===== config.mk =====
export PLATFORM = sky130hd
export DESIGN_NAME = two_list_merge_flat
export DESIGN_NICKNAME = d
export VERILOG_FILES = /design/src/hdl/tlm_pkg.sv /design/src/hdl/tlm_stream_if.sv /design/src/hdl/tlm_list_store.sv /design/src/hdl/tlm_merge_ctrl.sv /design/src/hdl/two_list_merge.sv /design/src/flat_wrapper.sv
export SDC_FILE = /design/constraint.sdc
export NUM_CORES = 2
export LEC_CHECK = 0
export BUFFER_PORTS_ARGS = -buffer_cell sky130_fd_sc_hd__buf_2
export CAP_MARGIN = 0
export CORE_MARGIN = 2
export CORE_UTILIZATION = 60
export CTS_BUF_LIST = sky130_fd_sc_hd__clkbuf_16
export DETAILED_ROUTE_END_ITERATION = 8
export PLACE_DENSITY = 0.76
export SLEW_MARGIN = 30
export SYNTH_ARGS = -nofsm -noshare
export SYNTH_HDL_FRONTEND = slang
export SYNTH_HIERARCHICAL = 1
export SYNTH_SLANG_ARGS = --single-unit

===== constraint.sdc =====
create_clock -name clk -period 13.8 [get_ports clk]
set_input_delay 3.45 -clock clk [delete_from_list [all_inputs] [get_ports clk]]
set_output_delay 3.45 -clock clk [all_outputs]
set_load 0.05 [all_outputs]

===== src/hdl/tlm_pkg.sv =====
`timescale 1ns / 1ps
`default_nettype none
// ----------------------------------------------------------------------------
// tlm_pkg: shared types for the two-list merge block
// Word layouts of both channels, operation codes, controller states and the
// control group that the merge controller hands to each list store.
// ----------------------------------------------------------------------------
package tlm_pkg;

	localparam int unsigned KEY_W = 32;

	// Operation codes carried in the func field; code 3 is unused.
	typedef enum logic [1:0] {
		FUNC_LOAD_LEFT  = 2'd0,
		FUNC_LOAD_RIGHT = 2'd1,
		FUNC_START      = 2'd2
	} func_t;

	typedef struct packed {
		logic [1:0]              func;
		logic signed [KEY_W-1:0] value;
	} item_t;

	typedef struct packed {
		logic signed [KEY_W-1:0] merged_value;
		logic                    last;
	} result_t;

	typedef enum logic [1:0] {
		ST_IDLE,
		ST_PRIME,
		ST_MERGE
	} state_t;

	// Per-store control from the merge controller.
	typedef struct packed {
		logic wr_en;
		logic rd_en;
		logic clear;
	} store_ctrl_t;

endpackage
`default_nettype wire


===== src/hdl/tlm_stream_if.sv =====
`timescale 1ns / 1ps
`default_nettype none
// ----------------------------------------------------------------------------
// tlm_stream_if: valid/ready word channel
// One word moves at each rising edge where valid and ready are both high.
// ----------------------------------------------------------------------------
interface tlm_stream_if #(
	parameter type payload_t = logic
);
	logic     valid;
	logic     ready;
	payload_t payload;

	modport source (output valid, output payload, input ready);
	modport sink (input valid, input payload, output ready);
endinterface
`default_nettype wire


===== src/hdl/tlm_list_store.sv =====
`timescale 1ns / 1ps
`default_nettype none
// ----------------------------------------------------------------------------
// tlm_list_store: one key list
// Append-only synchronous memory with a fill count and a registered read port.
// ----------------------------------------------------------------------------
module tlm_list_store #(
	parameter int unsigned LIST_DEPTH = 32,
	parameter int unsigned ADDR_W     = (LIST_DEPTH > 1) ? $clog2(LIST_DEPTH) : 1,
	parameter int unsigned FILL_W     = $clog2(LIST_DEPTH + 1)
) (
	input  wire logic                            clk,
	input  wire logic                            arst_n,
	input  wire tlm_pkg::store_ctrl_t            ctrl,
	input  wire logic [ADDR_W-1:0]               raddr,
	input  wire logic signed [tlm_pkg::KEY_W-1:0] wdata,
	output logic signed [tlm_pkg::KEY_W-1:0]     rdata,
	output logic [FILL_W-1:0]                    fill
);
	import tlm_pkg::*;

	logic signed [KEY_W-1:0] mem_q [LIST_DEPTH];
	logic [FILL_W-1:0]       fill_q;
	logic signed [KEY_W-1:0] rdata_q;
	logic                    do_write;

	// A load into a full list is dropped.
	assign do_write = ctrl.wr_en && (fill_q < FILL_W'(LIST_DEPTH));

	always_ff @(posedge clk or negedge arst_n) begin
		if (!arst_n) begin
			fill_q <= '0;
		end else if (ctrl.clear) begin
			fill_q <= '0;
		end else if (do_write) begin
			fill_q <= fill_q + 1'b1;
		end
	end

	always_ff @(posedge clk) begin
		if (do_write) begin
			mem_q[fill_q[ADDR_W-1:0]] <= wdata;
		end
		if (ctrl.rd_en) begin
			rdata_q <= mem_q[raddr];
		end
	end

	assign rdata = rdata_q;
	assign fill  = fill_q;

endmodule
`default_nettype wire


===== src/hdl/tlm_merge_ctrl.sv =====
`timescale 1ns / 1ps
`default_nettype none
// ----------------------------------------------------------------------------
// tlm_merge_ctrl: load decoder and two-pointer merge sequencer
// Steers loads into the stores, walks both read pointers during a merge and
// holds the result word in an output register.
// ----------------------------------------------------------------------------
module tlm_merge_ctrl #(
	parameter int unsigned LIST_DEPTH = 32,
	parameter int unsigned ADDR_W     = (LIST_DEPTH > 1) ? $clog2(LIST_DEPTH) : 1,
	parameter int unsigned FILL_W     = $clog2(LIST_DEPTH + 1),
	parameter int unsigned CNT_W      = $clog2(2 * LIST_DEPTH + 1)
) (
	input  wire logic                             clk,
	input  wire logic                             arst_n,
	tlm_stream_if.sink                            items,
	tlm_stream_if.source                          results,
	output tlm_pkg::store_ctrl_t                  left_ctrl,
	output tlm_pkg::store_ctrl_t                  right_ctrl,
	output logic [ADDR_W-1:0]                     left_raddr,
	output logic [ADDR_W-1:0]                     right_raddr,
	input  wire logic signed [tlm_pkg::KEY_W-1:0] left_head,
	input  wire logic signed [tlm_pkg::KEY_W-1:0] right_head,
	input  wire logic [FILL_W-1:0]                left_fill,
	input  wire logic [FILL_W-1:0]                right_fill
);
	import tlm_pkg::*;

	state_t state_q, state_d;

	logic [FILL_W-1:0] li_q, ri_q;
	logic [FILL_W-1:0] li_plus, ri_plus;
	logic [CNT_W-1:0]  remain_q;
	logic [CNT_W-1:0]  total;
	logic              out_valid_q;
	result_t           out_q;

	logic is_load_left, is_load_right, is_start;
	logic l_avail, r_avail, take_left, advance, last_pick;

	always_comb begin
		is_load_left  = 1'b0;
		is_load_right = 1'b0;
		is_start      = 1'b0;
		unique case (items.payload.func)
			FUNC_LOAD_LEFT:  is_load_left  = 1'b1;
			FUNC_LOAD_RIGHT: is_load_right = 1'b1;
			FUNC_START:      is_start      = 1'b1;
			default: ;
		endcase
	end

	assign total     = CNT_W'(left_fill) + CNT_W'(right_fill);
	assign li_plus   = li_q + 1'b1;
	assign ri_plus   = ri_q + 1'b1;
	assign l_avail   = li_q < left_fill;
	assign r_avail   = ri_q < right_fill;
	// Ties go to the right head: the left one wins only when strictly smaller.
	assign take_left = l_avail && (!r_avail || (left_head < right_head));
	assign advance   = (state_q == ST_MERGE) && (!out_valid_q || results.ready);
	assign last_pick = remain_q == CNT_W'(1);

	always_comb begin
		state_d = state_q;
		unique case (state_q)
			ST_IDLE: begin
				if (items.valid && is_start && (total != '0)) begin
					state_d = ST_PRIME;
				end
			end
			ST_PRIME: state_d = ST_MERGE;
			ST_MERGE: begin
				if (advance && last_pick) begin
					state_d = ST_IDLE;
				end
			end
			default: state_d = ST_IDLE;
		endcase
	end

	always_comb begin
		left_ctrl   = '0;
		right_ctrl  = '0;
		left_raddr  = '0;
		right_raddr = '0;
		items.ready = 1'b0;
		unique case (state_q)
			ST_IDLE: begin
				items.ready      = 1'b1;
				left_ctrl.wr_en  = items.valid && is_load_left;
				right_ctrl.wr_en = items.valid && is_load_right;
				// Fetch both heads at entry zero as the merge starts.
				left_ctrl.rd_en  = items.valid && is_start && (total != '0);
				right_ctrl.rd_en = items.valid && is_start && (total != '0);
			end
			ST_PRIME: ;
			ST_MERGE: begin
				left_raddr       = li_plus[ADDR_W-1:0];
				right_raddr      = ri_plus[ADDR_W-1:0];
				left_ctrl.rd_en  = advance && take_left && (li_plus < left_fill);
				right_ctrl.rd_en = advance && !take_left && (ri_plus < right_fill);
				left_ctrl.clear  = advance && last_pick;
				right_ctrl.clear = advance && last_pick;
			end
			default: ;
		endcase
	end

	always_ff @(posedge clk or negedge arst_n) begin
		if (!arst_n) begin
			state_q     <= ST_IDLE;
			li_q        <= '0;
			ri_q        <= '0;
			remain_q    <= '0;
			out_valid_q <= 1'b0;
		end else begin
			state_q <= state_d;
			if (state_q == ST_IDLE) begin
				li_q     <= '0;
				ri_q     <= '0;
				remain_q <= total;
			end else if (advance) begin
				remain_q <= remain_q - 1'b1;
				if (take_left) begin
					li_q <= li_plus;
				end else begin
					ri_q <= ri_plus;
				end
			end
			if (advance) begin
				out_valid_q <= 1'b1;
			end else if (results.ready) begin
				out_valid_q <= 1'b0;
			end
		end
	end

	always_ff @(posedge clk) begin
		if (advance) begin
			out_q.merged_value <= take_left ? left_head : right_head;
			out_q.last         <= last_pick;
		end
	end

	assign results.valid   = out_valid_q;
	assign results.payload = out_q;

endmodule
`default_nettype wire


===== src/hdl/two_list_merge.sv =====
`timescale 1ns / 1ps
`default_nettype none
// ----------------------------------------------------------------------------
// two_list_merge: two-way merge of two ascending lists of signed keys
// Two list memories, a load decoder and a two-pointer merge sequencer.
// ----------------------------------------------------------------------------
// Each input word either appends its value to the left or right list or
// starts a merge. Loads are taken one per cycle while no merge runs; a load
// into a full list (LIST_DEPTH keys) is dropped silently. A start word reads
// the heads of both lists from their memories and then passes through a
// priming state, after which the first key enters the output register. From
// there it emits one key per cycle while the output side takes them, in
// ascending signed order from the two read pointers, left + right keys in
// all, with last high on the final key. On equal heads the right key goes
// first. When one list runs dry the other drains. Both lists are empty again
// after a merge, and a start with both lists empty gives no word. While a
// merge runs the input side is not ready; it is ready again once the final
// key sits in the output register, so the next loads overlap the hand-off
// of that key. Code 3 on func is accepted and ignored. There is no clearing
// pass after reset: of the list stores, only the fill counts reset.
// ----------------------------------------------------------------------------
module two_list_merge #(
	parameter int unsigned LIST_DEPTH = 32
) (
	input wire logic     clk,
	input wire logic     arst_n,
	tlm_stream_if.sink   items,
	tlm_stream_if.source results
);
	import tlm_pkg::*;

	// Address width of a list memory and width of a fill count.
	localparam int unsigned ADDR_W = (LIST_DEPTH > 1) ? $clog2(LIST_DEPTH) : 1;
	localparam int unsigned FILL_W = $clog2(LIST_DEPTH + 1);

	store_ctrl_t             left_ctrl, right_ctrl;
	logic [ADDR_W-1:0]       left_raddr, right_raddr;
	logic signed [KEY_W-1:0] left_head, right_head;
	logic [FILL_W-1:0]       left_fill, right_fill;

	// Both lists share the incoming value as write data; the controller
	// decides which one, if any, takes it.
	tlm_list_store #(
		.LIST_DEPTH (LIST_DEPTH),
		.ADDR_W     (ADDR_W),
		.FILL_W     (FILL_W)
	) u_left_store (
		.clk    (clk),
		.arst_n (arst_n),
		.ctrl   (left_ctrl),
		.raddr  (left_raddr),
		.wdata  (items.payload.value),
		.rdata  (left_head),
		.fill   (left_fill)
	);

	tlm_list_store #(
		.LIST_DEPTH (LIST_DEPTH),
		.ADDR_W     (ADDR_W),
		.FILL_W     (FILL_W)
	) u_right_store (
		.clk    (clk),
		.arst_n (arst_n),
		.ctrl   (right_ctrl),
		.raddr  (right_raddr),
		.wdata  (items.payload.value),
		.rdata  (right_head),
		.fill   (right_fill)
	);

	// The read data of each memory is the current head of its list; the
	// controller compares the two heads, emits the smaller and fetches the
	// next entry of the list it took from, so the new head is ready in the
	// following cycle.
	tlm_merge_ctrl #(
		.LIST_DEPTH (LIST_DEPTH),
		.ADDR_W     (ADDR_W),
		.FILL_W     (FILL_W)
	) u_merge_ctrl (
		.clk         (clk),
		.arst_n      (arst_n),
		.items       (items),
		.results     (results),
		.left_ctrl   (left_ctrl),
		.right_ctrl  (right_ctrl),
		.left_raddr  (left_raddr),
		.right_raddr (right_raddr),
		.left_head   (left_head),
		.right_head  (right_head),
		.left_fill   (left_fill),
		.right_fill  (right_fill)
	);

endmodule
`default_nettype wire


===== src/flat_wrapper.sv =====
// flat-port wrapper written by rule: the top's interface ports become plain ports
module two_list_merge_flat import tlm_pkg::*;
#(
	parameter int unsigned LIST_DEPTH = 32
)
  (clk, arst_n, items_valid, items_payload, items_ready, results_valid, results_payload, results_ready);
  tlm_stream_if #(.payload_t(item_t)) items_i ();
  tlm_stream_if #(.payload_t(result_t)) results_i ();
  input wire logic clk;
  input wire logic arst_n;
  input wire logic [$bits(items_i.valid)-1:0] items_valid;
  input wire logic [$bits(items_i.payload)-1:0] items_payload;
  output wire logic [$bits(items_i.ready)-1:0] items_ready;
  output wire logic [$bits(results_i.valid)-1:0] results_valid;
  output wire logic [$bits(results_i.payload)-1:0] results_payload;
  input wire logic [$bits(results_i.ready)-1:0] results_ready;
  assign items_i.valid = items_valid;
  assign items_i.payload = items_payload;
  assign items_ready = items_i.ready;
  assign results_valid = results_i.valid;
  assign results_payload = results_i.payload;
  assign results_i.ready = results_ready;
  two_list_merge #(.LIST_DEPTH(LIST_DEPTH)) u_core (.clk(clk), .arst_n(arst_n), .items(items_i), .results(results_i));
endmodule

* Word-level counts from Yosys, hierarchy flattened
Memory sizes are Yosys's and may differ from the RTL's. A register that Yosys moved wholly into a read port is not among the register bits.
Index checks and enable logic that the tools add are counted.
** Storage, ports and cells
- Register bits after elaboration :: 67
- Latch bits :: 0
- Bits in writable memories :: 2048
- ROM bits :: 0
- Bits of input ports :: 38
- Output and inout bits :: 35
- Logic and storage cells :: 94
- Memories kept :: 2
** Memories
- u_core.u_left_store.mem_q :: depth 32, width 32, rd ports 1, clocked after memory_dff 1, wr ports 1, line tlm_list_store.sv:22 : logic signed [KEY_W-1:0] mem_q [LIST_DEPTH];
- u_core.u_right_store.mem_q :: depth 32, width 32, rd ports 1, clocked after memory_dff 1, wr ports 1, line tlm_list_store.sv:22
** Operators by class
- Add/sub/neg operators :: 6
- Multiply operators :: 0
- Divide/modulo/power cells :: 0
- Order comparisons :: 7
- Equal/unequal tests :: 8
- Shift operators :: 0
- Multiplexer cells :: 33
- Bitwise gates (word level) :: 0
- Reduce and logical (&&, ||, !) cells :: 29
** Operators with widths (count)
- 6-bit two-way mux :: 10
- 32-bit less-than comparator :: 1
- 32-bit two-way mux :: 1
- 6-bit by 1-bit adder with 6-bit output, second input constant :: 4
- 6-bit less-than comparator :: 4
- 7-bit two-way mux :: 2
- 1-bit logical AND :: 13
- 1-bit two-way mux :: 13
- 6-bit less-than comparator, second input constant :: 2
- 5-bit two-way mux :: 2
- 2-bit nonzero test :: 5
- 6-bit by 6-bit adder with 7-bit output :: 1
- 7-bit by 1-bit equality test with 1-bit output, second input constant :: 1
- 7-bit nonzero test :: 1
- 7-bit by 1-bit subtractor with 7-bit output, second input constant :: 1
- 2-bit one-hot mux with 3 select lines :: 1
- 2-bit AND reduction :: 3
- 2-bit by 1-bit equality test with 1-bit output, second input constant :: 2
- 2-bit equality test, second input constant :: 2
- 2-bit zero test :: 2
- 2-bit two-way mux :: 2
- 2-bit by 1-bit != test with 1-bit output, second input constant :: 2
- 1-bit one-hot mux with 2 select lines :: 2
- 1-bit zero test :: 3
- other kinds (2) :: 3

* Logic depth before layout (Yosys ltp)
- Depth after elaboration :: 8
- Depth in mapped cells :: 12
- Gate-level depth less buffers :: 10

* Hierarchy
The synthesis kept the hierarchy.
** By module, submodules not included
- tlm_list_store :: instances 2, cells each 2294, area an instance 41108.2 um^2, sequential area each 31860.6 um^2
- tlm_merge_ctrl :: instances 1, cells each 444, area an instance 4075.2 um^2, sequential area each 1541.5 um^2

* Least setup slack after synthesis
Ideal clock, no wire load.
- Kind :: input-to-reg
- Start point :: input port results_ready
- End point :: register u_core.u_right_store.rdata_q[0], in the netlist u_core/u_right_store/rdata[0] (read register of u_core.u_right_store.mem_q) (enable)
- Setup time :: 470 ps
- Arrival time :: 7068 ps
- Data required time :: 13330 ps
- Setup slack :: 6262 ps
- Stages on the path :: 6
- Path buffers :: 1
- Path through :: nand2b_1 > nand2_1 > clkinv_1 > o21ai_1 > buf_2 > o31ai_1
** RTL lines
- start: declaration :: line flat_wrapper.sv:16 : input wire logic [$bits(results_i.ready)-1:0] results_ready;
- end: declaration :: line tlm_list_store.sv:24 : logic signed [KEY_W-1:0] rdata_q;

==> impl_metrics.env <==
export IMPL_ant_nets=0
export IMPL_synth_top_area_cell="edfxtp_1"
export IMPL_ys_warn_count=6
export IMPL_nFillCells=9140
export IMPL_arrival_ps=6470
export IMPL_grt_pass1_wl_mm=307
export IMPL_area_growth_pct=11.5
export IMPL_crit_chain="buf_2, nand2_1, nor3b_1, nor2b_1, nand2_2, nor2_4"
export IMPL_grt_max_degree=134
export IMPL_synthMuxAreaShare=0.119
export IMPL_status="complete, no violations"
export IMPL_critical_path_slowest_cell="nor2_4"
export IMPL_skew_ps=41.3
export IMPL_portBuffers=72
export IMPL_min_period_ps=6040
export IMPL_grt_use_total=0.296
export IMPL_synth_top_area_frac=0.746
export IMPL_critPathTopFamily="simple AND/OR/NAND/NOR gates"
export IMPL_syn_area_sq_um=86300
export IMPL_cts_sinks=2179
export IMPL_cts_resized=0
export IMPL_synth_top_family_by_area="multiplexers"
export IMPL_num_io_pins=73
export IMPL_cts_root_buf="clkbuf_16"
export IMPL_ys_ff_latch=2179
export IMPL_synth_simple_gate_area_frac=0.0373
export IMPL_grt_setup_unrepaired="false"
export IMPL_dr_pass1_iters=6
export IMPL_die_x_um=383
export IMPL_p_per_area_nw_per_um2=181
export IMPL_crit_type="primary input to register"
export IMPL_num_rows=139
export IMPL_drtIter0Drc=6591
export IMPL_vias=46979
export IMPL_seq_area_frac_synth=0.756
export IMPL_clk_path_buf_depth=3
export IMPL_setup_slack_ps=7760
export IMPL_fin_crit_sh=0.438
export IMPL_post_cts_repair_setup_buffers=0
export IMPL_end_kind="register"
export IMPL_holdBufCountCts=0
export IMPL_grt_pass1_vias=44350
export IMPL_ir_drop_mv=0.253
export IMPL_drc=0
export IMPL_synthAdderAreaFrac=0.0102
export IMPL_synth_edf_count=2145
export IMPL_initial_utilization=0.603
export IMPL_wl_mm=222
export IMPL_place_congestion=0.952
export IMPL_path_buf_inv=1
export IMPL_yosysUniqueCellTypes=57
export IMPL_synth_compound_area_frac=0.0532
export IMPL_synth_top_cells_by_count="2,145 x edfxtp_1, 1,027 x mux2i_1, 276 x nand2_1"
export IMPL_hold_viol=0
export IMPL_async_flop_share=0.0156
export IMPL_syn_inst=5032
export IMPL_fin_nets=5241
export IMPL_max_cap_violations=0
export IMPL_synth_nets=5140
export IMPL_cp_max_fo=32
export IMPL_core_area_sq_um=143000
export IMPL_wl_per_cell_um=30.8
export IMPL_synth_area_leaders="edfxtp_1 75%, mux2i_1 12%, a22oi_1 1.7%"
export IMPL_report_final_slew_viol_count=0
export IMPL_drive_gt1_frac=0.101
export IMPL_start_kind="primary input"
export IMPL_worst_pin_slew_ps=1060
export IMPL_die_h_um=383
export IMPL_cts_buffers_inserted=200
export IMPL_relSlewSlack=0.294
export IMPL_htree_levels=4
export IMPL_synth_xor_area_frac=0.00233
export IMPL_dp_hpwl_mm=127
export IMPL_vias_per_cell=6.52
export IMPL_synthFlopType="edfxtp_1"
export IMPL_grt_overflow=0
export IMPL_setup_viol=0
export IMPL_cts_clk_slew_worst_paths_ps=60
export IMPL_crit_required_ps=14230
export IMPL_cp_slowest_stage_delay_ps=970
export IMPL_cts_tree="built"
export IMPL_hold_path_class="register to register"
export IMPL_clk_latency_ps=850
export IMPL_yosysMostFrequentCell="edfxtp_1"
export IMPL_multi_input_area_sq_um=19800
export IMPL_post_place_ws_ps=7000
export IMPL_antenna_found_initial=6
export IMPL_die_area_sq_um=147000
export IMPL_power_leakage_nw=31.4
export IMPL_fin_setup_tns_ps=0
export IMPL_syn_area_per_cell_sq_um=17.1
export IMPL_fmax_mhz=166
export IMPL_seqCellArea_sq_um=65300
## final timing paths
| path | start | end | slack [ps] | depth (start not counted) |
|---|---|---|---|---|
| min reg2reg | u_core/u_merge_ctrl/remain_q[1]$_DFFE_PN0P_ | u_core/u_merge_ctrl/remain_q[1]$_DFFE_PN0P_ | 560 | 2 |
| min in group asynchronous | arst_n | u_core/u_left_store/fill[2]$_DFFE_PN0P_ | 2620 | 1 |
| max reg2reg | u_core/u_merge_ctrl/state_q[0]$_DFFE_PN0P_ | u_core/u_right_store/rdata[8]$_DFFE_PP_ | 8280 | 10 |
| min | u_core/u_merge_ctrl/remain_q[1]$_DFFE_PN0P_ | u_core/u_merge_ctrl/remain_q[1]$_DFFE_PN0P_ | 560 | 2 |
| max in group asynchronous | arst_n | u_core/u_merge_ctrl/li_q[4]$_DFFE_PN0P_ | 10800 | 1 |
| max | items_valid | u_core/u_right_store/mem_q[28][0]$_DFFE_PP_ | 7760 | 6 |
## final cells by class
class                   count  area share
diodes                      8    0.000208
clock buffers             201      0.0523
clock inverters           162      0.0121
inverters                  59     0.00230
multi-input cells        2521       0.206
flip-flops and latches   2179       0.678
well taps                1903      0.0248
repair buffers            172      0.0242
## sequential cells by signal, indices dropped and copies added (netlist names)
register                             cells
u_core/u_left_store/rdata               32
u_core/u_merge_ctrl/ri_q                 6
u_core/u_merge_ctrl/results.valid        1
u_core/u_merge_ctrl/remain_q             7
u_core/u_right_store/rdata              32
u_core/u_merge_ctrl/state_q              2
u_core/u_right_store/fill                6
u_core/u_left_store/fill                 6
u_core/u_merge_ctrl/li_q                 6
u_core/u_left_store/mem_q             1024
u_core/u_right_store/mem_q            1024
u_core/u_merge_ctrl/results.payload     33
## routing by layer
layer / vias up / share of wire / GRT usage
met5: - / 0.00013 / 0
met4: 4 / 0.047 / 0.126
met3: 486 / 0.11 / 0.0753
met2: 2800 / 0.47 / 0.463
met1: 23704 / 0.37 / 0.397
li1: 19985 / - / -
## stage by stage
stage | utilization | std cells | total power, mW | area, sq um | hold WS, ps
finish | 0.672 | 7205 | 17.4 | 96200 | 565
global route | 0.672 | 7197 | 17.8 | 96200 | 601
global placement | 0.618 | 6779 | 12.0 | 88400 | 538
CTS | 0.662 | 7145 | 17.2 | 94800 | 560
floorplan | - | 5032 | 10.6 | 86300 | 512
detailed placement | 0.619 | 6782 | 12.1 | 88600 | 541
## layout by cell type (no fill, tap or decap), types with 68 or more instances in the layout
cell type / count
edfxtp_1: 2145
mux2i_1: 1027
nand2_1: 267
a21oi_1: 216
nand3_1: 206
clkbuf_16: 201
a22oi_1: 192
a22o_1: 128
inv_1: 103
nor3_1: 69
ha_1: 69
nor2_4: 68
## cell families after synthesis
logic type / after synthesis
AOI/OAI and AO/OA: 686
xor gates and xnor gates: 23
adders and majority gates: 70
buffers and inverters: 332
DFF: 2179
muxes: 1028
and+or+nand+nor: 714
## where the power goes
part / switching, mW / leakage [nW] / internal (mW)
logic: 3.17 / 8.51 / 1.45
clock network: 2.34 / 3.20 / 2.88
registers: 0.0545 / 19.7 / 7.47
## worst min-delay path: cells and delay by family, from the launching register on
kind / cells / cell delay, ps
AO/OA/AOI/OAI: 2 / 170
flip-flops: 1 / 360
(Power assumes the default switching activity.)
